===== src/rtl/core/ugb_pkg.sv =====
// Shared types, constants and helper functions for the UTF-8 grapheme boundary marker.
// No dependencies; the core takes everything from here by scoped names.
package ugb_pkg;

    localparam int OFFSET_BITS_DEFAULT = 32;
    localparam int MAX_RESULTS         = 5;
    localparam int RES_IDX_BITS        = 3;
    localparam int CP_BITS             = 21;

    localparam logic [15:0] COMB0_LO = 16'h0300;
    localparam logic [15:0] COMB0_HI = 16'h036F;
    localparam logic [15:0] COMB1_LO = 16'h1AB0;
    localparam logic [15:0] COMB1_HI = 16'h1AFF;
    localparam logic [15:0] COMB2_LO = 16'h1DC0;
    localparam logic [15:0] COMB2_HI = 16'h1DFF;
    localparam logic [15:0] COMB3_LO = 16'h20D0;
    localparam logic [15:0] COMB3_HI = 16'h20FF;
    localparam logic [15:0] COMB4_LO = 16'hFE20;
    localparam logic [15:0] COMB4_HI = 16'hFE2F;

    localparam logic [7:0] CONT_MASK = 8'h3F;
    localparam logic [4:0] LEAD4_TAG = 5'h1E;
    localparam logic [3:0] LEAD3_TAG = 4'hE;
    localparam logic [2:0] LEAD2_TAG = 3'h6;

    typedef struct packed {
        logic [31:0] offset;
        logic [31:0] number;
        logic        eot;
        logic [31:0] total;
    } result_t;

    function automatic logic [2:0] seq_length(input logic [7:0] c);
        logic [2:0] n;
        begin
            n = 3'd1;
            if (c[7:5] == LEAD2_TAG)
            begin
                n = 3'd2;
            end
            else if (c[7:4] == LEAD3_TAG)
            begin
                n = 3'd3;
            end
            else if (c[7:3] == LEAD4_TAG)
            begin
                n = 3'd4;
            end
            return n;
        end
    endfunction

    function automatic logic is_combining(input logic [CP_BITS-1:0] cp);
        logic [15:0] lo;
        logic        hit;
        begin
            lo  = cp[15:0];
            hit = (lo >= COMB0_LO && lo <= COMB0_HI) ||
                  (lo >= COMB1_LO && lo <= COMB1_HI) ||
                  (lo >= COMB2_LO && lo <= COMB2_HI) ||
                  (lo >= COMB3_LO && lo <= COMB3_HI) ||
                  (lo >= COMB4_LO && lo <= COMB4_HI);
            return hit && (cp[CP_BITS-1:16] == '0);
        end
    endfunction

endpackage


===== src/rtl/core/utf8_grapheme_boundary_marker_core.sv =====
// UTF-8 grapheme boundary marker core: byte register, single-pass decode, result list.
// Depends on ugb_pkg for result type, combining ranges and sequence length.
//
//  channel | signals                                              | direction
//  --------+------------------------------------------------------+----------
//  in      | in_valid, in_ready, text_byte, final_byte            | request in
//  out     | out_valid, out_ready, boundary_offset,               | request out
//          | grapheme_number, end_of_text, grapheme_total         |
//
// A request is taken every cycle while the result list is free; it is held in the byte register
// and decoded in one pass into a list of zero to five results.
// The list drains one result per cycle while out_ready is high; the next byte is decoded into
// the list as its last result is taken, so a byte yielding n results holds the output until all are taken.
// Reset clears all text state; the next byte after an end result starts at offset 0.
// A stalled output holds the list and the byte register, then back-pressures the input.
module utf8_grapheme_boundary_marker_core #(
    parameter int OFFSET_BITS = ugb_pkg::OFFSET_BITS_DEFAULT
) (
    input  logic        clk,
    input  logic        rst_n,
    input  logic        in_valid,
    output logic        in_ready,
    input  logic [7:0]  text_byte,
    input  logic        final_byte,
    output logic        out_valid,
    input  logic        out_ready,
    output logic [31:0] boundary_offset,
    output logic [31:0] grapheme_number,
    output logic        end_of_text,
    output logic [31:0] grapheme_total
);

    localparam int IDX = ugb_pkg::RES_IDX_BITS;
    localparam int NR  = ugb_pkg::MAX_RESULTS;

    function automatic logic [OFFSET_BITS-1:0] sat_off(input logic [OFFSET_BITS-1:0] base,
                                                       input logic [2:0] inc);
        logic [OFFSET_BITS:0] sum;
        begin
            sum = {1'b0, base} + (OFFSET_BITS+1)'(inc);
            return sum[OFFSET_BITS] ? {OFFSET_BITS{1'b1}} : sum[OFFSET_BITS-1:0];
        end
    endfunction

    function automatic logic [31:0] clamp32(input logic [OFFSET_BITS-1:0] off);
        logic [OFFSET_BITS+31:0] ext;
        begin
            ext = {32'd0, off};
            return (|ext[OFFSET_BITS+31:32]) ? 32'hFFFF_FFFF : ext[31:0];
        end
    endfunction

    logic                   ivld_reg;
    logic [7:0]             ibyte_reg;
    logic                   ifin_reg;

    logic [7:0]             pend_reg [3];
    logic [1:0]             pend_cnt_reg;
    logic [OFFSET_BITS-1:0] byte_pos_reg;
    logic [OFFSET_BITS-1:0] lead_off_reg;
    logic                   seen_reg;
    logic [31:0]            bcount_reg;

    ugb_pkg::result_t       res_reg [NR];
    logic [IDX-1:0]         res_cnt_reg;
    logic [IDX-1:0]         rd_idx_reg;

    ugb_pkg::result_t       res_next [NR];
    logic [IDX-1:0]         res_cnt_next;
    logic                   seen_next;
    logic [31:0]            bcount_next;

    logic                   list_free;
    logic                   consume;
    logic [7:0]             buf_b [4];
    logic [2:0]             len;
    logic                   do_decode;
    logic [OFFSET_BITS-1:0] eff_lead;

    assign out_valid = rd_idx_reg < res_cnt_reg;
    assign list_free = !out_valid || (out_ready && (IDX'(rd_idx_reg + 1'b1) == res_cnt_reg));
    assign consume   = ivld_reg && list_free;
    assign in_ready  = !ivld_reg || consume;

    assign boundary_offset = res_reg[rd_idx_reg].offset;
    assign grapheme_number = res_reg[rd_idx_reg].number;
    assign end_of_text     = res_reg[rd_idx_reg].eot;
    assign grapheme_total  = res_reg[rd_idx_reg].total;

    always_comb
    begin
        for (int j = 0; j < 3; j++)
        begin
            buf_b[j] = pend_reg[j];
        end
        buf_b[3]            = 8'd0;
        buf_b[pend_cnt_reg] = ibyte_reg;
        len       = {1'b0, pend_cnt_reg} + 3'd1;
        do_decode = (len >= ugb_pkg::seq_length(buf_b[0])) || ifin_reg;
        eff_lead  = (pend_cnt_reg == 2'd0) ? byte_pos_reg : lead_off_reg;
    end

    always_comb
    begin
        logic [2:0]                      pos;
        logic [2:0]                      n;
        logic [7:0]                      c;
        logic [7:0]                      b1;
        logic [7:0]                      b2;
        logic [7:0]                      b3;
        logic [ugb_pkg::CP_BITS-1:0]     cp;
        logic [IDX-1:0]                  k;
        logic                            seen;
        logic [31:0]                     bc;
        pos  = 3'd0;
        n    = 3'd1;
        c    = 8'd0;
        b1   = 8'd0;
        b2   = 8'd0;
        b3   = 8'd0;
        cp   = '0;
        k    = '0;
        seen = seen_reg;
        bc   = bcount_reg;
        for (int j = 0; j < NR; j++)
        begin
            res_next[j] = '0;
        end
        if (do_decode)
        begin
            for (int s = 0; s < 4; s++)
            begin
                if (pos < len)
                begin
                    c  = buf_b[pos[1:0]];
                    b1 = buf_b[2'(pos + 3'd1)] & ugb_pkg::CONT_MASK;
                    b2 = buf_b[2'(pos + 3'd2)] & ugb_pkg::CONT_MASK;
                    b3 = buf_b[2'(pos + 3'd3)] & ugb_pkg::CONT_MASK;
                    n  = ugb_pkg::seq_length(c);
                    cp = {13'd0, c};
                    if (n > 3'd1 && (pos + n) <= len)
                    begin
                        case (n)
                            3'd2:    cp = {10'd0, c[4:0], b1[5:0]};
                            3'd3:    cp = {5'd0, c[3:0], b1[5:0], b2[5:0]};
                            default: cp = {c[2:0], b1[5:0], b2[5:0], b3[5:0]};
                        endcase
                    end
                    else
                    begin
                        n = 3'd1;
                    end
                    if (!ugb_pkg::is_combining(cp) || !seen)
                    begin
                        res_next[k].offset = clamp32(sat_off(eff_lead, pos));
                        res_next[k].number = bc;
                        k    = k + 1'b1;
                        bc   = (bc == 32'hFFFF_FFFF) ? bc : bc + 32'd1;
                        seen = 1'b1;
                    end
                    pos = pos + n;
                end
            end
        end
        if (ifin_reg)
        begin
            res_next[k].eot   = 1'b1;
            res_next[k].total = bc;
            k = k + 1'b1;
        end
        res_cnt_next = k;
        seen_next    = seen;
        bcount_next  = bc;
    end

    always_ff @(posedge clk or negedge rst_n)
    begin
        if (!rst_n)
        begin
            ivld_reg     <= 1'b0;
            pend_cnt_reg <= 2'd0;
            byte_pos_reg <= '0;
            lead_off_reg <= '0;
            seen_reg     <= 1'b0;
            bcount_reg   <= '0;
            res_cnt_reg  <= '0;
            rd_idx_reg   <= '0;
        end
        else
        begin
            if (in_valid && in_ready)
            begin
                ivld_reg <= 1'b1;
            end
            else if (consume)
            begin
                ivld_reg <= 1'b0;
            end

            if (consume)
            begin
                res_cnt_reg <= res_cnt_next;
                rd_idx_reg  <= '0;
                if (ifin_reg)
                begin
                    pend_cnt_reg <= 2'd0;
                    byte_pos_reg <= '0;
                    lead_off_reg <= '0;
                    seen_reg     <= 1'b0;
                    bcount_reg   <= '0;
                end
                else
                begin
                    byte_pos_reg <= sat_off(byte_pos_reg, 3'd1);
                    lead_off_reg <= eff_lead;
                    seen_reg     <= seen_next;
                    bcount_reg   <= bcount_next;
                    pend_cnt_reg <= do_decode ? 2'd0 : len[1:0];
                end
            end
            else if (out_valid && out_ready)
            begin
                rd_idx_reg <= rd_idx_reg + 1'b1;
            end
        end
    end

    always_ff @(posedge clk)
    begin
        if (in_valid && in_ready)
        begin
            ibyte_reg <= text_byte;
            ifin_reg  <= final_byte;
        end
        if (consume)
        begin
            for (int j = 0; j < NR; j++)
            begin
                res_reg[j] <= res_next[j];
            end
            if (!do_decode)
            begin
                for (int j = 0; j < 3; j++)
                begin
                    pend_reg[j] <= buf_b[j];
                end
            end
        end
    end

`ifndef SYNTHESIS
    a_list_bounds: assert property (@(posedge clk) disable iff (!rst_n)
        (res_cnt_reg <= IDX'(NR)) && (rd_idx_reg <= res_cnt_reg))
        else $error("result list index out of bounds");

    a_end_fields: assert property (@(posedge clk) disable iff (!rst_n)
        (out_valid && end_of_text) |-> (boundary_offset == 32'd0 && grapheme_number == 32'd0))
        else $error("end result carries offset or number");

    a_boundary_total: assert property (@(posedge clk) disable iff (!rst_n)
        (out_valid && !end_of_text) |-> (grapheme_total == 32'd0))
        else $error("boundary result carries a total");

    a_text_restart: assert property (@(posedge clk) disable iff (!rst_n)
        (consume && ifin_reg) |=> (byte_pos_reg == '0 && bcount_reg == 32'd0 && !seen_reg
                                   && pend_cnt_reg == 2'd0))
        else $error("text state not cleared after final byte");
`endif

endmodule


===== config.mk =====
export PLATFORM = sky130hd
export DESIGN_NAME = utf8_grapheme_boundary_marker_core
export DESIGN_NICKNAME = d
export VERILOG_FILES = /design/src/rtl/core/ugb_pkg.sv /design/src/rtl/core/utf8_grapheme_boundary_marker_core.sv
export SDC_FILE = /design/constraint.sdc
export NUM_CORES = 2
export LEC_CHECK = 0
export ABC_AREA = 1
export BUFFER_PORTS_ARGS = -buffer_cell sky130_fd_sc_hd__buf_2
export CAP_MARGIN = 20
export CORE_MARGIN = 2
export CORE_UTILIZATION = 40
export CTS_CLUSTER_SIZE = 28
export DETAILED_ROUTE_END_ITERATION = 6
export GPL_TIMING_DRIVEN = 0
export PLACE_DENSITY = 0.66
export SYNTH_ARGS = -nofsm -noshare
export SYNTH_HDL_FRONTEND = slang
export SYNTH_SLANG_ARGS = --single-unit

===== constraint.sdc =====
create_clock -name clk -period 22.3 [get_ports clk]
set_clock_uncertainty 0.1 [all_clocks]
set_input_delay 2.23 -clock clk [delete_from_list [all_inputs] [get_ports clk]]
set_output_delay 2.23 -clock clk [all_outputs]
set_load 0.05 [all_outputs]

**Word level (Yosys, flattened, before mapping)**

Memories as Yosys holds them, arrays and structs flattened.
Cells that the tools add are included.
W data, S select, Z words.

- Flip-flop bits (word level): 115
- Bits in writable memories: 509
- Input bits: 13
- Output and inout port bits: 99
- Logic and storage cells: 423
- Memories kept: 2

- Add/sub/neg operators: 28
- Order comparisons: 76
- Equal/unequal tests: 25
- Muxes and demuxes: 186
- Bitwise operators: 17
- Reductions and logical operators: 79

Memories:

| memory | words | bits a word | read ports | clocked after memory_dff | write ports | line | source |
|---|---|---|---|---|---|---|---|
| res_reg | 5 | 97 | 1 | 0 | 5 | utf8_grapheme_boundary_marker_core.sv:64 | `ugb_pkg::result_t res_reg [NR];` |
| pend_reg | 3 | 8 | 3 | 0 | 3 | utf8_grapheme_boundary_marker_core.sv:57 | `logic [7:0] pend_reg [3];` |

Operators by type and width:

| kind | count |
|---|---|
| $mux W485 | 10 |
| $bwmux W485 | 8 |
| $demux W97 S3 | 8 |
| $mux W32 | 25 |
| $mux W97 | 3 |
| $mux W21 | 12 |
| $mux W65 | 3 |
| $bmux W8 S2 | 12 |
| $mux W64 | 3 |
| $pmux W21 S2 | 4 |
| $mux W3 | 46 |
| $add A32 B1 Y32 const B | 4 |
| $eq A32 B32 Y1 const B | 4 |
| $ge A16 B13 Y1 const B | 8 |
| $le A16 B13 Y1 const B | 8 |
| $mux W6 | 18 |
| $add A32 B3 Y33 | 3 |
| $ge A16 B10 Y1 const B | 4 |
| $ge A16 B14 Y1 const B | 4 |
| $ge A16 B16 Y1 const B | 4 |
| $le A16 B10 Y1 const B | 4 |
| $le A16 B14 Y1 const B | 4 |
| $le A16 B16 Y1 const B | 4 |
| $mux W8 | 7 |
| other kinds (34) | 201 |

**Logic depth before layout (Yosys ltp)**

- Depth after elaboration: 92
- Depth in mapped cells: 109

**Worst setup path after synthesis**

Ideal clock, no wire load.

- Kind: input port to flip-flop
- Start: input out_ready
- End: memory res_reg[0][0] (netlist bit) (enable)
- Arrival time: 16065 ps
- Setup slack: 5094 ps
- Stages: 5
- Path buffers: 1
- Cells stage by stage: nand4_1 nand2_1 inv_1 nor2_1 clkbuf_1

RTL lines:

| element | line | source |
|---|---|---|
| start, declared | utf8_grapheme_boundary_marker_core.sv:26 | `input logic out_ready,` |
| end, declared | utf8_grapheme_boundary_marker_core.sv:64 |  |

==> flow_summary_export.csv <==
group,metric,value,unit
placement,dp_hpwl,176,mm
route,num_vias,49700,
synth,syn_inst,6525,
clock_network,cts-buffers-inserted,73,
finish,largest_reg_flops,485,
finish,drive_above_1_share,9.37,%
timing,max_freq,50.5,MHz
die,io_pins,112,
clock_network,clockBufferDepth,3,
clock_network,clk_pin_slew,0.06,ns
synth,synth_area,46400,µm²
synth,ys_warn_count,0,
global_route,grt_max_degree,73,
finish,nets,6800,
synth,async_flop_share,17.0,%
global_route,grt_pass1_wl,314,mm
global_route,grtUsageTotal,36.6,%
placement,pre_cts_slack,3.11,ns
die,start_util,40.4,%
route,ant_nets,0,
timing,slew_headroom,9.61,%
timing,fin_ws,2.48,ns
critical_path,path_max_fanout,11,
run_status,failed_checks,"design-rule violations",
critical_path,crit_type,"reg2reg",
route,first_pass_iters,7,
route,wire_per_inst,26.8,µm
finish,fin_util,44.9,%
timing,final.min_clock_period,19.82,ns
die,die_area,119000,µm²
synth,synth_ff_type,"edfxtp_1",
clock_network,clockRootBuffer,"clkbuf_16",
finish,n_fill_cell,11700,
critical_path,slowest_stage,"a31oi_1",
global_route,grt_pass1_vias,44900,
finish,final_cell_area,51500,µm²
finish,seqCellArea,18200,µm²
placement,numPortBuffers,111,
timing,fin_crit_sh,88.9,%
timing,hold_violations,0,
route,drc,2,
die,rows,124,
die,core_area,115000,µm²
placement,gp_congestion,1.05,
global_route,antenna_found_initial,7,
critical_path,end_kind,"flip-flop",
run_status,outcome,"complete, but fails checks",
critical_path,crit_buf_inv,25,
synth,syn_avg_cell_area,7.11,µm²
die,fp.dieH,344,µm
critical_path,cp.required,22.72,ns
clock_network,holdBufCountCts,0,
critical_path,crit_arrival,20.24,ns
clock_network,clk_latency,0.69,ns
critical_path,cp_top_family,"simple AND/OR/NAND/NOR gates",
die,die_w,344,µm
critical_path,cpMostUsedCell,"nand2_1",
finish,syn2layout_area_growth,11.0,%
synth,synth-edff-count,518,
timing,tightest_slew,1.35,ns
route,wl,222,mm
synth,synthesis.nets,6600,
placement,post_dp_cell_area,49100,µm²
clock_network,h-tree-depth,3,
flow_run,maxCapViolCount,0,
route,via_per_inst,6.00,
clock_network,cts_tree,"built",
timing,rsz0062_at_grt,"false",
finish,multi_input_area,24200,µm²
route,drtIter0Drc,7179,
clock_network,cts.sinks,624,
synth,yosysUniqueCellTypes,72,
clock_network,post_cts_buffers,0,
critical_path,crit_path_max_incr_delay,0.92,ns
synth,ys_seq_area_share,39.3,%
critical_path,cp-start-kind,"flip-flop",
clock_network,cts-resized-gates,0,
global_route,grt-ovfl-total,0,
timing,setup_viol,0,
timing,maxSlewViolCount,0,
synth,ys_seq_elements,624,
hold_path,worstHoldPathType,"reg2reg",
## worst register-to-register path: cells and delay by family, from the launching register on
kind | cells | cell delay, ns
XOR/XNOR | 5 | 0.85
flip-flops | 1 | 0.46
AND/OR/NAND/NOR | 36 | 5.54
AO/OA/AOI/OAI | 17 | 4.49
adder cells (fa/ha/maj) | 15 | 4.38
buffers and inverters | 25 | 3.85
## cells in the final DEF, fill, tap and decap left out, drive strengths merged, types with 57 or more instances in the layout
master,Yosys,final
edfxtp,518,518
nand3,469,469
a21oi,423,423
o22ai,57,57
nand2,1493,1493
a31oi,132,132
inv,578,584
nor2,1143,1143
nor3,67,67
nand4,140,140
buf,119,242
clkbuf,241,330
o21ai,758,758
dfrtp,106,106
## synth_stat cells, types with 5 or more instances
| library cell | n | area share (%) |
|---|---|---|
| nand2_2 | 73 | 0.98 |
| inv_1 | 527 | 4.3 |
| a21oi_1 | 417 | 4.5 |
| clkinv_1 | 8 | 0.065 |
| a22oi_1 | 18 | 0.29 |
| nor2_4 | 18 | 0.44 |
| nor4_1 | 20 | 0.27 |
| nor2_1 | 1059 | 8.6 |
| dfrtp_1 | 106 | 5.7 |
| buf_4 | 23 | 0.37 |
| fa_1 | 8 | 0.35 |
| nor2_2 | 64 | 0.86 |
| a221oi_1 | 6 | 0.11 |
| nor3b_1 | 6 | 0.097 |
| nand3_1 | 428 | 4.6 |
| nand2_4 | 15 | 0.36 |
| o21a_1 | 9 | 0.15 |
| xor2_1 | 42 | 0.79 |
| o22ai_1 | 57 | 0.77 |
| ha_1 | 54 | 1.5 |
| nand3_2 | 26 | 0.56 |
| buf_6 | 21 | 0.51 |
| o21ai_0 | 688 | 7.4 |
| nand4_1 | 125 | 1.7 |
| o21ai_1 | 64 | 0.69 |
| or2_2 | 8 | 0.11 |
| o211ai_1 | 17 | 0.28 |
| edfxtp_1 | 518 | 34 |
| buf_1 | 32 | 0.26 |
| inv_2 | 49 | 0.40 |
| nand3b_1 | 5 | 0.081 |
| nand4_2 | 14 | 0.38 |
| nand3_4 | 15 | 0.57 |
| a31oi_1 | 131 | 1.8 |
| nor3_1 | 63 | 0.68 |
| buf_2 | 39 | 0.42 |
| a211oi_1 | 40 | 0.65 |
| nand2_1 | 1405 | 11 |
| clkbuf_1 | 239 | 1.9 |
## per-layer routing
metal	wire length, µm	track usage (%)	up-vias
met2	94200	54.5	3206
li1	-	-	22500
met5	54	0	-
met1	88700	49.0	23500
met4	13500	19.4	8
met3	26000	8.81	558
## cell type report
cell class,count,share of cell area [%]
multi-input combinational,4952,47.1
sequential,624,35.4
inverter,586,4.28
clock buffer,87,3.69
tap,1512,3.68
buffer,363,3.35
timing repair buffer,125,1.67
clock inverter,41,0.851
antenna,3,0.0146
## final timing paths
path	end	cells past startpoint	slack, ns	start
worst max-delay path	res_reg[0][34]	98	2.48	pend_cnt_reg[0]
worst min-delay path	lead_off_reg[19]	2	0.39	lead_off_reg[19]
worst max register to register	res_reg[0][34]	98	2.48	pend_cnt_reg[0]
worst min register to register	lead_off_reg[19]	2	0.39	lead_off_reg[19]
max in group asynchronous	bcount_reg[26]	2	19.87	rst_n
min in group asynchronous	byte_pos_reg[26]	1	1.43	rst_n
## cell families after synthesis
kind of cell	count (synthesis)	share of synthesized area, %
fa+ha+maj	62	1.80
simple gates	3361	32.0
mux	4	0.0864
compound gates	1474	17.3
flops	624	39.3
xor+xnor	51	1.09
buf+inv	949	8.47
## metrics by stage
step | hold slack [ns] | cells | TNS [ns]
final | 0.392 | 8293 | 0
after global routing | 0.413 | 8290 | 0
after CTS | 0.390 | 8288 | 0
after detailed placement | 0.376 | 8160 | 0
after global placement | 0.363 | 8148 | -636.31
after floorplan | 0.348 | 6525 | 0
Power is left out: the tool's default activity adds up to more than one toggle a clock period on the data nets, which glitch-free logic cannot reach.
